--- config.mk ---
export PLATFORM = sky130hd
export DESIGN_NAME = audio_packet_size_scheduler
export DESIGN_NICKNAME = d
export VERILOG_FILES = /design/src/aps_pkg.sv /design/src/audio_packet_size_scheduler.sv /design/src/aps_cfg_regs.sv /design/src/aps_divider.sv
export SDC_FILE = /design/constraint.sdc
export NUM_CORES = 1
export LEC_CHECK = 0
export BUFFER_PORTS_ARGS = -buffer_cell sky130_fd_sc_hd__buf_2
export CORE_ASPECT_RATIO = 1.4
export CORE_MARGIN = 2
export CORE_UTILIZATION = 60
export DETAILED_ROUTE_END_ITERATION = 7
export PLACE_DENSITY = 0.79
export SLEW_MARGIN = 20
export SYNTH_ARGS = -nofsm -noshare
export SYNTH_HDL_FRONTEND = slang
export SYNTH_SLANG_ARGS = --single-unit
export TNS_END_PERCENT = 5
--- constraint.sdc ---
create_clock -name clk_i -period 8.9 [get_ports clk_i]
set_input_delay 0.89 -clock clk_i [delete_from_list [all_inputs] [get_ports clk_i]]
set_output_delay 0.89 -clock clk_i [all_outputs]
set_load 0.005 [all_outputs]
--- src/aps_pkg.sv ---
package aps_pkg;

  // Field and register widths
  localparam int unsigned SampleRateW = 18;
  localparam int unsigned PacketRateW = 16;
  localparam int unsigned BytesPerFrameW = 7;
  localparam int unsigned FillW = 16;
  localparam int unsigned CountW = 7;
  localparam int unsigned FramesW = 8;
  localparam int unsigned BytesW = 14;
  localparam int unsigned ActionW = 2;
  localparam int unsigned BurstFramesW = 14;
  localparam int unsigned BurstBytesW = 20;
  localparam int unsigned CfgIdxW = 3;
  localparam int unsigned CfgDataW = 18;

  // Packing of the stream data words
  localparam int unsigned SDataW = 24;
  localparam int unsigned MDataW = 64;

  // Accumulator: kept remainder plus sample rate
  localparam int unsigned RemW = PacketRateW;
  localparam int unsigned AccW = SampleRateW + 1;
  localparam int unsigned DivCntW = $clog2(AccW + 1);

  // Burst length bound
  localparam int unsigned MaxPackets = 32;
  localparam int unsigned LeftW = $clog2(MaxPackets + 1);

  // Saturation limits
  localparam logic [FramesW-1:0] FramesMax = '1;
  localparam logic [BytesW-1:0] BytesMax = '1;
  localparam logic [FramesW-1:0] SlowdownMinFrames = 8'd2;

  // Register reset values
  localparam logic [SampleRateW-1:0] SampleRateRst = 18'd44100;
  localparam logic [PacketRateW-1:0] PacketRateRst = 16'd8000;
  localparam logic [BytesPerFrameW-1:0] BytesPerFrameRst = 7'd12;
  localparam logic [FillW-1:0] TargetFillRst = 16'd4410;
  localparam logic [FillW-1:0] DeadZoneRst = 16'd220;
  localparam logic [FillW-1:0] LowGuardRst = 16'd176;

  // Register indexes
  typedef enum logic [CfgIdxW-1:0] {
    CFG_SAMPLE_RATE     = 3'd0,
    CFG_PACKET_RATE     = 3'd1,
    CFG_BYTES_PER_FRAME = 3'd2,
    CFG_TARGET_FILL     = 3'd3,
    CFG_DEAD_ZONE       = 3'd4,
    CFG_LOW_GUARD       = 3'd5
  } cfg_idx_e;

  // Drift actions reported on the last item
  typedef enum logic [ActionW-1:0] {
    ACT_NONE   = 2'd0,
    ACT_ADD    = 2'd1,
    ACT_REMOVE = 2'd2
  } drift_action_e;

  typedef struct packed {
    logic [SampleRateW-1:0]    sample_rate;
    logic [PacketRateW-1:0]    packet_rate;
    logic [BytesPerFrameW-1:0] bytes_per_frame;
    logic [FillW-1:0]          fill_goal;
    logic [FillW-1:0]          dead_zone;
    logic [FillW-1:0]          low_guard;
  } cfg_t;

  typedef struct packed {
    logic             done;
    logic [AccW-1:0]  quot;
    logic [RemW-1:0]  rem;
  } div_res_t;

endpackage

--- src/audio_packet_size_scheduler.sv ---
// Audio packet size scheduler. Each input item asks for one burst of
// isochronous packets and yields one output item per packet, in order; the
// last one carries tlast, the drift action and the burst totals. Frames per
// packet come from a kept fractional remainder plus sample_rate, divided by
// packet_rate (zero is taken as one) in a shared restoring divider that
// produces one quotient bit per cycle. Each packet goes through start, 19
// divider steps, sizing and an output load that waits while the output
// side stalls; the input is not ready while a burst is in progress. A
// packet_count of zero yields nothing and a count above 32 is cut to 32.
// The user must write registers through the cfg port only while the block
// is idle; the block itself does not enforce it.
module audio_packet_size_scheduler (
  input  logic                             clk_i,
  input  logic                             rst_ni,
  // Configuration writes
  input  logic                             cfg_we_i,
  input  logic [aps_pkg::CfgIdxW-1:0]      cfg_idx_i,
  input  logic [aps_pkg::CfgDataW-1:0]     cfg_data_i,
  // Burst requests
  input  logic                             s_axis_tvalid,
  output logic                             s_axis_tready,
  // [6:0] packet_count, [22:7] fill_level, [23] zero
  input  logic [aps_pkg::SDataW-1:0]       s_axis_tdata,
  // Packet sizes
  output logic                             m_axis_tvalid,
  input  logic                             m_axis_tready,
  // [7:0] packet_frames, [21:8] packet_bytes, [23:22] drift_action,
  // [37:24] burst_frames, [57:38] burst_bytes, [63:58] zero
  output logic [aps_pkg::MDataW-1:0]       m_axis_tdata,
  output logic                             m_axis_tlast
);

  typedef enum logic [1:0] {
    ST_IDLE,
    ST_START,
    ST_WAIT,
    ST_EMIT
  } state_e;

  localparam int unsigned ProdW = aps_pkg::FramesW + aps_pkg::BytesPerFrameW;

  aps_pkg::cfg_t     cfg;
  aps_pkg::div_res_t div_res;

  state_e                               state_q;
  logic [aps_pkg::RemW-1:0]             rem_q;
  logic [aps_pkg::LeftW-1:0]            left_q;
  logic [aps_pkg::PacketRateW-1:0]      divisor_q;
  logic                                 want_up_q;
  logic                                 want_down_q;
  logic [aps_pkg::FramesW-1:0]          frames_q;
  logic [aps_pkg::BurstFramesW-1:0]     sum_frames_q;
  logic [aps_pkg::BurstBytesW-1:0]      sum_bytes_q;
  logic                                 out_valid_q;
  logic [aps_pkg::MDataW-1:0]           out_data_q;
  logic                                 out_last_q;

  logic [aps_pkg::CountW-1:0]           in_count;
  logic [aps_pkg::FillW-1:0]            in_fill;
  logic [aps_pkg::FillW:0]              upper_bound;
  logic [aps_pkg::FillW:0]              fill_plus_dz;
  logic                                 want_up;
  logic                                 want_down;
  logic [aps_pkg::LeftW-1:0]            count_sat;
  logic [aps_pkg::AccW-1:0]             acc;
  logic                                 div_start;
  logic                                 is_last;
  logic [aps_pkg::FramesW-1:0]          frames_adj;
  logic [aps_pkg::ActionW-1:0]          action;
  logic [ProdW-1:0]                     prod;
  logic [aps_pkg::BytesW-1:0]           bytes;
  logic [aps_pkg::BurstFramesW-1:0]     sum_frames_next;
  logic [aps_pkg::BurstBytesW-1:0]      sum_bytes_next;
  logic                                 out_free;
  logic [aps_pkg::MDataW-1:0]           out_data_next;

  aps_cfg_regs u_cfg (
    .clk_i      (clk_i),
    .rst_ni     (rst_ni),
    .cfg_we_i   (cfg_we_i),
    .cfg_idx_i  (cfg_idx_i),
    .cfg_data_i (cfg_data_i),
    .cfg_o      (cfg)
  );

  aps_divider u_div (
    .clk_i      (clk_i),
    .rst_ni     (rst_ni),
    .start_i    (div_start),
    .dividend_i (acc),
    .divisor_i  (divisor_q),
    .res_o      (div_res)
  );

  // Unpack the request and decide the drift direction up front
  always_comb begin
    in_count     = s_axis_tdata[aps_pkg::CountW-1:0];
    in_fill      = s_axis_tdata[aps_pkg::CountW +: aps_pkg::FillW];
    upper_bound  = {1'b0, cfg.fill_goal} + {1'b0, cfg.dead_zone};
    fill_plus_dz = {1'b0, in_fill} + {1'b0, cfg.dead_zone};
    want_up      = ({1'b0, in_fill} > upper_bound);
    want_down    = !want_up && (fill_plus_dz < {1'b0, cfg.fill_goal}) &&
                   (in_fill > cfg.low_guard);
    if (in_count > aps_pkg::CountW'(aps_pkg::MaxPackets)) begin
      count_sat = aps_pkg::LeftW'(aps_pkg::MaxPackets);
    end else begin
      count_sat = in_count[aps_pkg::LeftW-1:0];
    end
  end

  // Feed the divider with remainder plus sample rate
  assign acc       = aps_pkg::AccW'(rem_q) + aps_pkg::AccW'(cfg.sample_rate);
  assign div_start = (state_q == ST_START);

  // Size the packet: drift adjust on the last one, then bytes and totals
  always_comb begin
    is_last    = (left_q == aps_pkg::LeftW'(1));
    frames_adj = frames_q;
    action     = aps_pkg::ACT_NONE;
    if (is_last) begin
      if (want_up_q && (frames_q < aps_pkg::FramesMax)) begin
        frames_adj = frames_q + 1'b1;
        action     = aps_pkg::ACT_ADD;
      end else if (want_down_q && (frames_q > aps_pkg::SlowdownMinFrames)) begin
        frames_adj = frames_q - 1'b1;
        action     = aps_pkg::ACT_REMOVE;
      end
    end
    prod  = ProdW'(frames_adj) * ProdW'(cfg.bytes_per_frame);
    bytes = (prod > ProdW'(aps_pkg::BytesMax)) ? aps_pkg::BytesMax
                                               : prod[aps_pkg::BytesW-1:0];
    sum_frames_next = sum_frames_q + aps_pkg::BurstFramesW'(frames_adj);
    sum_bytes_next  = sum_bytes_q + aps_pkg::BurstBytesW'(bytes);
    out_data_next   = '0;
    out_data_next[7:0]   = frames_adj;
    out_data_next[21:8]  = bytes;
    if (is_last) begin
      out_data_next[23:22] = action;
      out_data_next[37:24] = sum_frames_next;
      out_data_next[57:38] = sum_bytes_next;
    end
  end

  assign out_free      = !out_valid_q || m_axis_tready;
  assign s_axis_tready = (state_q == ST_IDLE);

  // Sequencer and output register
  always_ff @(posedge clk_i or negedge rst_ni) begin
    if (!rst_ni) begin
      state_q      <= ST_IDLE;
      rem_q        <= '0;
      left_q       <= '0;
      divisor_q    <= '0;
      want_up_q    <= 1'b0;
      want_down_q  <= 1'b0;
      frames_q     <= '0;
      sum_frames_q <= '0;
      sum_bytes_q  <= '0;
      out_valid_q  <= 1'b0;
      out_data_q   <= '0;
      out_last_q   <= 1'b0;
    end else begin
      if ((state_q == ST_EMIT) && out_free) begin
        out_valid_q <= 1'b1;
      end else if (m_axis_tready) begin
        out_valid_q <= 1'b0;
      end
      case (state_q)
        ST_IDLE: begin
          if (s_axis_tvalid && (in_count != '0)) begin
            left_q       <= count_sat;
            divisor_q    <= (cfg.packet_rate == '0) ? aps_pkg::PacketRateW'(1)
                                                    : cfg.packet_rate;
            want_up_q    <= want_up;
            want_down_q  <= want_down;
            sum_frames_q <= '0;
            sum_bytes_q  <= '0;
            state_q      <= ST_START;
          end
        end
        ST_START: begin
          state_q <= ST_WAIT;
        end
        ST_WAIT: begin
          if (div_res.done) begin
            rem_q    <= div_res.rem;
            frames_q <= (div_res.quot > aps_pkg::AccW'(aps_pkg::FramesMax))
                        ? aps_pkg::FramesMax : div_res.quot[aps_pkg::FramesW-1:0];
            state_q  <= ST_EMIT;
          end
        end
        ST_EMIT: begin
          if (out_free) begin
            out_data_q   <= out_data_next;
            out_last_q   <= is_last;
            sum_frames_q <= sum_frames_next;
            sum_bytes_q  <= sum_bytes_next;
            left_q       <= left_q - 1'b1;
            state_q      <= is_last ? ST_IDLE : ST_START;
          end
        end
        default: begin
          state_q <= ST_IDLE;
        end
      endcase
    end
  end

  assign m_axis_tvalid = out_valid_q;
  assign m_axis_tdata  = out_data_q;
  assign m_axis_tlast  = out_last_q;

endmodule

--- src/aps_cfg_regs.sv ---
module aps_cfg_regs (
  input  logic                            clk_i,
  input  logic                            rst_ni,
  input  logic                            cfg_we_i,
  input  logic [aps_pkg::CfgIdxW-1:0]     cfg_idx_i,
  input  logic [aps_pkg::CfgDataW-1:0]    cfg_data_i,
  output aps_pkg::cfg_t                   cfg_o
);

  aps_pkg::cfg_t cfg_q;

  // Write one register per enabled cycle, ignore unknown indexes
  always_ff @(posedge clk_i or negedge rst_ni) begin
    if (!rst_ni) begin
      cfg_q.sample_rate     <= aps_pkg::SampleRateRst;
      cfg_q.packet_rate     <= aps_pkg::PacketRateRst;
      cfg_q.bytes_per_frame <= aps_pkg::BytesPerFrameRst;
      cfg_q.fill_goal       <= aps_pkg::TargetFillRst;
      cfg_q.dead_zone       <= aps_pkg::DeadZoneRst;
      cfg_q.low_guard       <= aps_pkg::LowGuardRst;
    end else if (cfg_we_i) begin
      case (cfg_idx_i)
        aps_pkg::CFG_SAMPLE_RATE: begin
          cfg_q.sample_rate <= cfg_data_i[aps_pkg::SampleRateW-1:0];
        end
        aps_pkg::CFG_PACKET_RATE: begin
          cfg_q.packet_rate <= cfg_data_i[aps_pkg::PacketRateW-1:0];
        end
        aps_pkg::CFG_BYTES_PER_FRAME: begin
          cfg_q.bytes_per_frame <= cfg_data_i[aps_pkg::BytesPerFrameW-1:0];
        end
        aps_pkg::CFG_TARGET_FILL: begin
          cfg_q.fill_goal <= cfg_data_i[aps_pkg::FillW-1:0];
        end
        aps_pkg::CFG_DEAD_ZONE: begin
          cfg_q.dead_zone <= cfg_data_i[aps_pkg::FillW-1:0];
        end
        aps_pkg::CFG_LOW_GUARD: begin
          cfg_q.low_guard <= cfg_data_i[aps_pkg::FillW-1:0];
        end
        default: begin
        end
      endcase
    end
  end

  assign cfg_o = cfg_q;

endmodule

--- src/aps_divider.sv ---
module aps_divider (
  input  logic                          clk_i,
  input  logic                          rst_ni,
  input  logic                          start_i,
  input  logic [aps_pkg::AccW-1:0]      dividend_i,
  input  logic [aps_pkg::RemW-1:0]      divisor_i,
  output aps_pkg::div_res_t             res_o
);

  logic                          busy_q;
  logic                          done_q;
  logic [aps_pkg::DivCntW-1:0]   cnt_q;
  logic [aps_pkg::AccW-1:0]      num_q;
  logic [aps_pkg::AccW-1:0]      quo_q;
  logic [aps_pkg::RemW-1:0]      rem_q;
  logic [aps_pkg::RemW-1:0]      div_q;

  logic [aps_pkg::RemW:0]        trial;
  logic [aps_pkg::RemW:0]        diff;
  logic                          fits;

  // One restoring step: bring down the next dividend bit and try the subtract
  always_comb begin
    trial = {rem_q, num_q[aps_pkg::AccW-1]};
    diff  = trial - {1'b0, div_q};
    fits  = (trial >= {1'b0, div_q});
  end

  // Latch operands on start, then one quotient bit per cycle
  always_ff @(posedge clk_i or negedge rst_ni) begin
    if (!rst_ni) begin
      busy_q <= 1'b0;
      done_q <= 1'b0;
      cnt_q  <= '0;
    end else begin
      done_q <= !start_i && busy_q && (cnt_q == aps_pkg::DivCntW'(1));
      if (start_i) begin
        busy_q <= 1'b1;
        cnt_q  <= aps_pkg::DivCntW'(aps_pkg::AccW);
      end else if (busy_q) begin
        cnt_q <= cnt_q - 1'b1;
        if (cnt_q == aps_pkg::DivCntW'(1)) begin
          busy_q <= 1'b0;
        end
      end
    end
  end

  always_ff @(posedge clk_i) begin
    if (start_i) begin
      num_q <= dividend_i;
      quo_q <= '0;
      rem_q <= '0;
      div_q <= divisor_i;
    end else if (busy_q) begin
      num_q <= {num_q[aps_pkg::AccW-2:0], 1'b0};
      quo_q <= {quo_q[aps_pkg::AccW-2:0], fits};
      rem_q <= fits ? diff[aps_pkg::RemW-1:0] : trial[aps_pkg::RemW-1:0];
    end
  end

  assign res_o.done = done_q;
  assign res_o.quot = quo_q;
  assign res_o.rem  = rem_q;

endmodule

==> reports/metrics.cfg <==
[flow_run]
max-cap-violations=0

[critical_path]
critPathKind=reg2reg
critPathSlowestCell=or4b_4
cp-start-kind=flop
cp-end-kind=flop
cp.arrival_ps=8880
path_max_fanout=8
cp_slowest_stage_delay_ps=600
required_ps=9410
crit_path_frequent_cell=fa_1

[floorplan]
start_util=0.611
io_pins=117
fp.dieArea_um2=34600
die_h_um=219
chipWidth_um=158
core-area_um2=32500
rows=78

[clocking]
cts_made_buffers=30
cts_tree=built
clk_pin_slew_ps=70
clkLatencyLatePin_ps=590
cts_sinks=310
clockBufferDepth=3
h-tree-depth=1
root_buffer=clkbuf_16

[routing]
detail-route-antenna-nets=0
vias=15500
drtIter0Drc=1113
drcViolationCount=0
wl_per_cell_um=18.6
wirelength_mm=47.7
via_per_inst=6.05
dr.pass1.iters=6

[sta]
post-route-period-util=0.941
final.setup.tns_ps=0
tightest_slew_ps=1050
finalClockSkew_ps=16.7
slew_violations=0
slew-limit-headroom=0.293
hold_viol=0
setup_violations=0
grt_setup_unrepaired=no
fin_crit_ps=8380
fmax_ghz=0.119

[global_routing]
grt_pass1_wl_mm=78.5
grt.total_usage=0.282
grt_start_max_net_pins=101
antenna_found_initial=0
grt_pass1_vias=15900
grt_remaining_overflow=0

[place]
portBuffers=109
gp_congestion=0.944
dp_hpwl_mm=35.3
dpl_cell_area_um2=20900

[synthesis]
synth_top_area_frac=0.267
synth_edf_count=35
synth_seq_cells=310
synth_cells=1995
ys_top_cells_by_area=dfrtp_1 27%, ha_1 11%, mux2_2 6.5%
synthMostInstantiatedCell=dfrtp_1
async_flop_share=0.774
ys_seq_area_frac=0.392
yosysUniqueCellTypes=92
ys_warn_count=0
synth_area_leader_cell=dfrtp_1
synth_area_um2=19900
synth_top_cells_by_count=212 x dfrtp_1, 197 x nand2_1, 179 x ha_1
syn_area_per_cell_um2=9.96
ys.flop_type=dfrtp_1

[hold_path]
hp-class=in2async

[pwr]
p_comb_frac=0.222
ir_drop_uv=200
p_sw_frac=0.291
power_uw=3870
p_leak_uw=0.0106
p_seq_frac=0.421
pwr-share-clk=0.357
internal-power_uw=2740
p_switching_uw=1130
powerDensity_nw_per_um2=175

[cells_and_area]
fin_area_um2=22100
n_antenna_cell=0
syn_to_final_growth_pct=11.2
drive_gt1_frac=0.191
nNetsFinal=2365

[status]
outcome=finished, final reports clean

[sequential cells by signal (all words and copies together), names as in the netlist, 2 cells and up]
name	flops
sum_frames_q	14
divisor_q	16
u_div.num_q	19
u_div.rem_q	16
state_q	2
sum_bytes_q	20
frames_q	8
left_q	6
u_cfg.cfg_o	89
rem_q	16
u_div.div_q	16
m_axis_tdata	58
u_div.quo_q	19
u_div.cnt_q	5
[power by group through the flow]
| stage | logic [uW] | registers, uW | clock network [uW] |
|---|---|---|---|
| floorplan | 639 | 1610 | 0 |
| global placement | 798 | 1650 | 0 |
| detailed placement | 838 | 1650 | 0 |
| CTS | 852 | 1630 | 1400 |
| global route | 977 | 1640 | 1460 |
| finish | 860 | 1630 | 1380 |
[cells in the final DEF, fill, tap and decap left out, types with 10 or more instances in the layout]
cell type,n
nand2b_1,16
and2_1,29
dfrtp_1,210
clkbuf_16,31
nand2_1,196
a21o_1,27
ha_1,178
a311oi_2,10
nor4_1,14
or3_1,13
nor2_1,128
buf_2,108
nand4_1,12
nand3_1,66
dfxtp_1,35
o21ai_0,80
a211oi_1,20
a22o_1,33
a21oi_1,86
o31ai_1,24
o21a_1,12
o21ai_1,15
nor3_1,36
edfxtp_1,35
mux2i_1,19
and3_1,18
buf_4,31
nor2b_1,44
or2_2,12
dfstp_2,28
a31oi_1,30
xor2_1,29
fa_1,35
inv_1,129
mux2_2,114
xnor2_1,49
[worst paths after layout]
kind / from / endpoint / slack, ps / cells after the start
min in group clk_i: divisor_q[7]$_DFFE_PN0P_ / u_div.div_q[7]$_DFFE_PP_ / 450 / 0
max: frames_q[3]$_DFFE_PN0P_ / sum_bytes_q[15]$_DFFE_PN0P_ / 520 / 29
min: rst_ni / sum_bytes_q[9]$_DFFE_PN0P_ / 350 / 1
min reg2reg: divisor_q[7]$_DFFE_PN0P_ / u_div.div_q[7]$_DFFE_PP_ / 450 / 0
max in group asynchronous: rst_ni / u_div.busy_q$_DFF_PN0_ / 7210 / 2
max reg2reg: frames_q[3]$_DFFE_PN0P_ / sum_bytes_q[15]$_DFFE_PN0P_ / 520 / 29
[metrics by stage]
| step | cells | hold WS, ps | setup WS, ps | util |
|---|---|---|---|---|
| after floorplan | 2000 | 419 | 730 | - |
| after global placement | 2505 | 428 | 286 | 0.644 |
| after detailed placement | 2505 | 431 | 166 | 0.644 |
| after CTS | 2561 | 353 | 137 | 0.677 |
| after global routing | 2565 | 410 | 1.92 | 0.680 |
| final | 2565 | 347 | 524 | 0.680 |
[cell families (layout without fill, tap and decap cells)]
| kind of cell | after synthesis | in the layout | synth area share |
|---|---|---|---|
| buffers and inverters | 204 | 329 | 0.0407 |
| AO/OA/AOI/OAI | 430 | 430 | 0.154 |
| other | 1 | 6 | 0.000189 |
| XOR/XNOR | 86 | 86 | 0.0411 |
| AND/OR/NAND/NOR | 617 | 617 | 0.150 |
| flip-flops | 310 | 310 | 0.392 |
| multiplexers | 133 | 133 | 0.0742 |
| adder cells (fa/ha/maj) | 214 | 214 | 0.148 |
[worst max-delay path, delay by kind of cell, from the launching register on]
kind	cells	cell delay (ps)
xor gates and xnor gates	2	500
adders and majority gates	6	2740
DFF	1	490
and+or+nand+nor	7	1870
AOI/OAI and AO/OA	11	2360
buffers and inverters	3	290
[layout make-up]
type,count,area (um^2)
multi-input combinational,1486,11400
fill,2524,10400
sequential,310,7790
clock buffer,42,877
timing repair buffer,142,811
tap,440,551
inverter,131,492
clock inverter,14,200
[timing repair]
item / in CTS / in global routing
resized for setup: 0 / 6
hold buffers: 0 / 0
setup endpoints to repair: 0 / 22
setup buffers: 0 / 3
[per-layer routing]
layer | up-vias | GRT usage | routed length (um)
li1 | 7359 | - | -
met1 | 7523 | 0.320 | 18300
met2 | 487 | 0.505 | 24400
met3 | 162 | 0.0328 | 2130
met4 | 0 | 0.165 | 2840
met5 | - | 0 | 0
No activity file was read; power rests on OpenSTA's default activity.
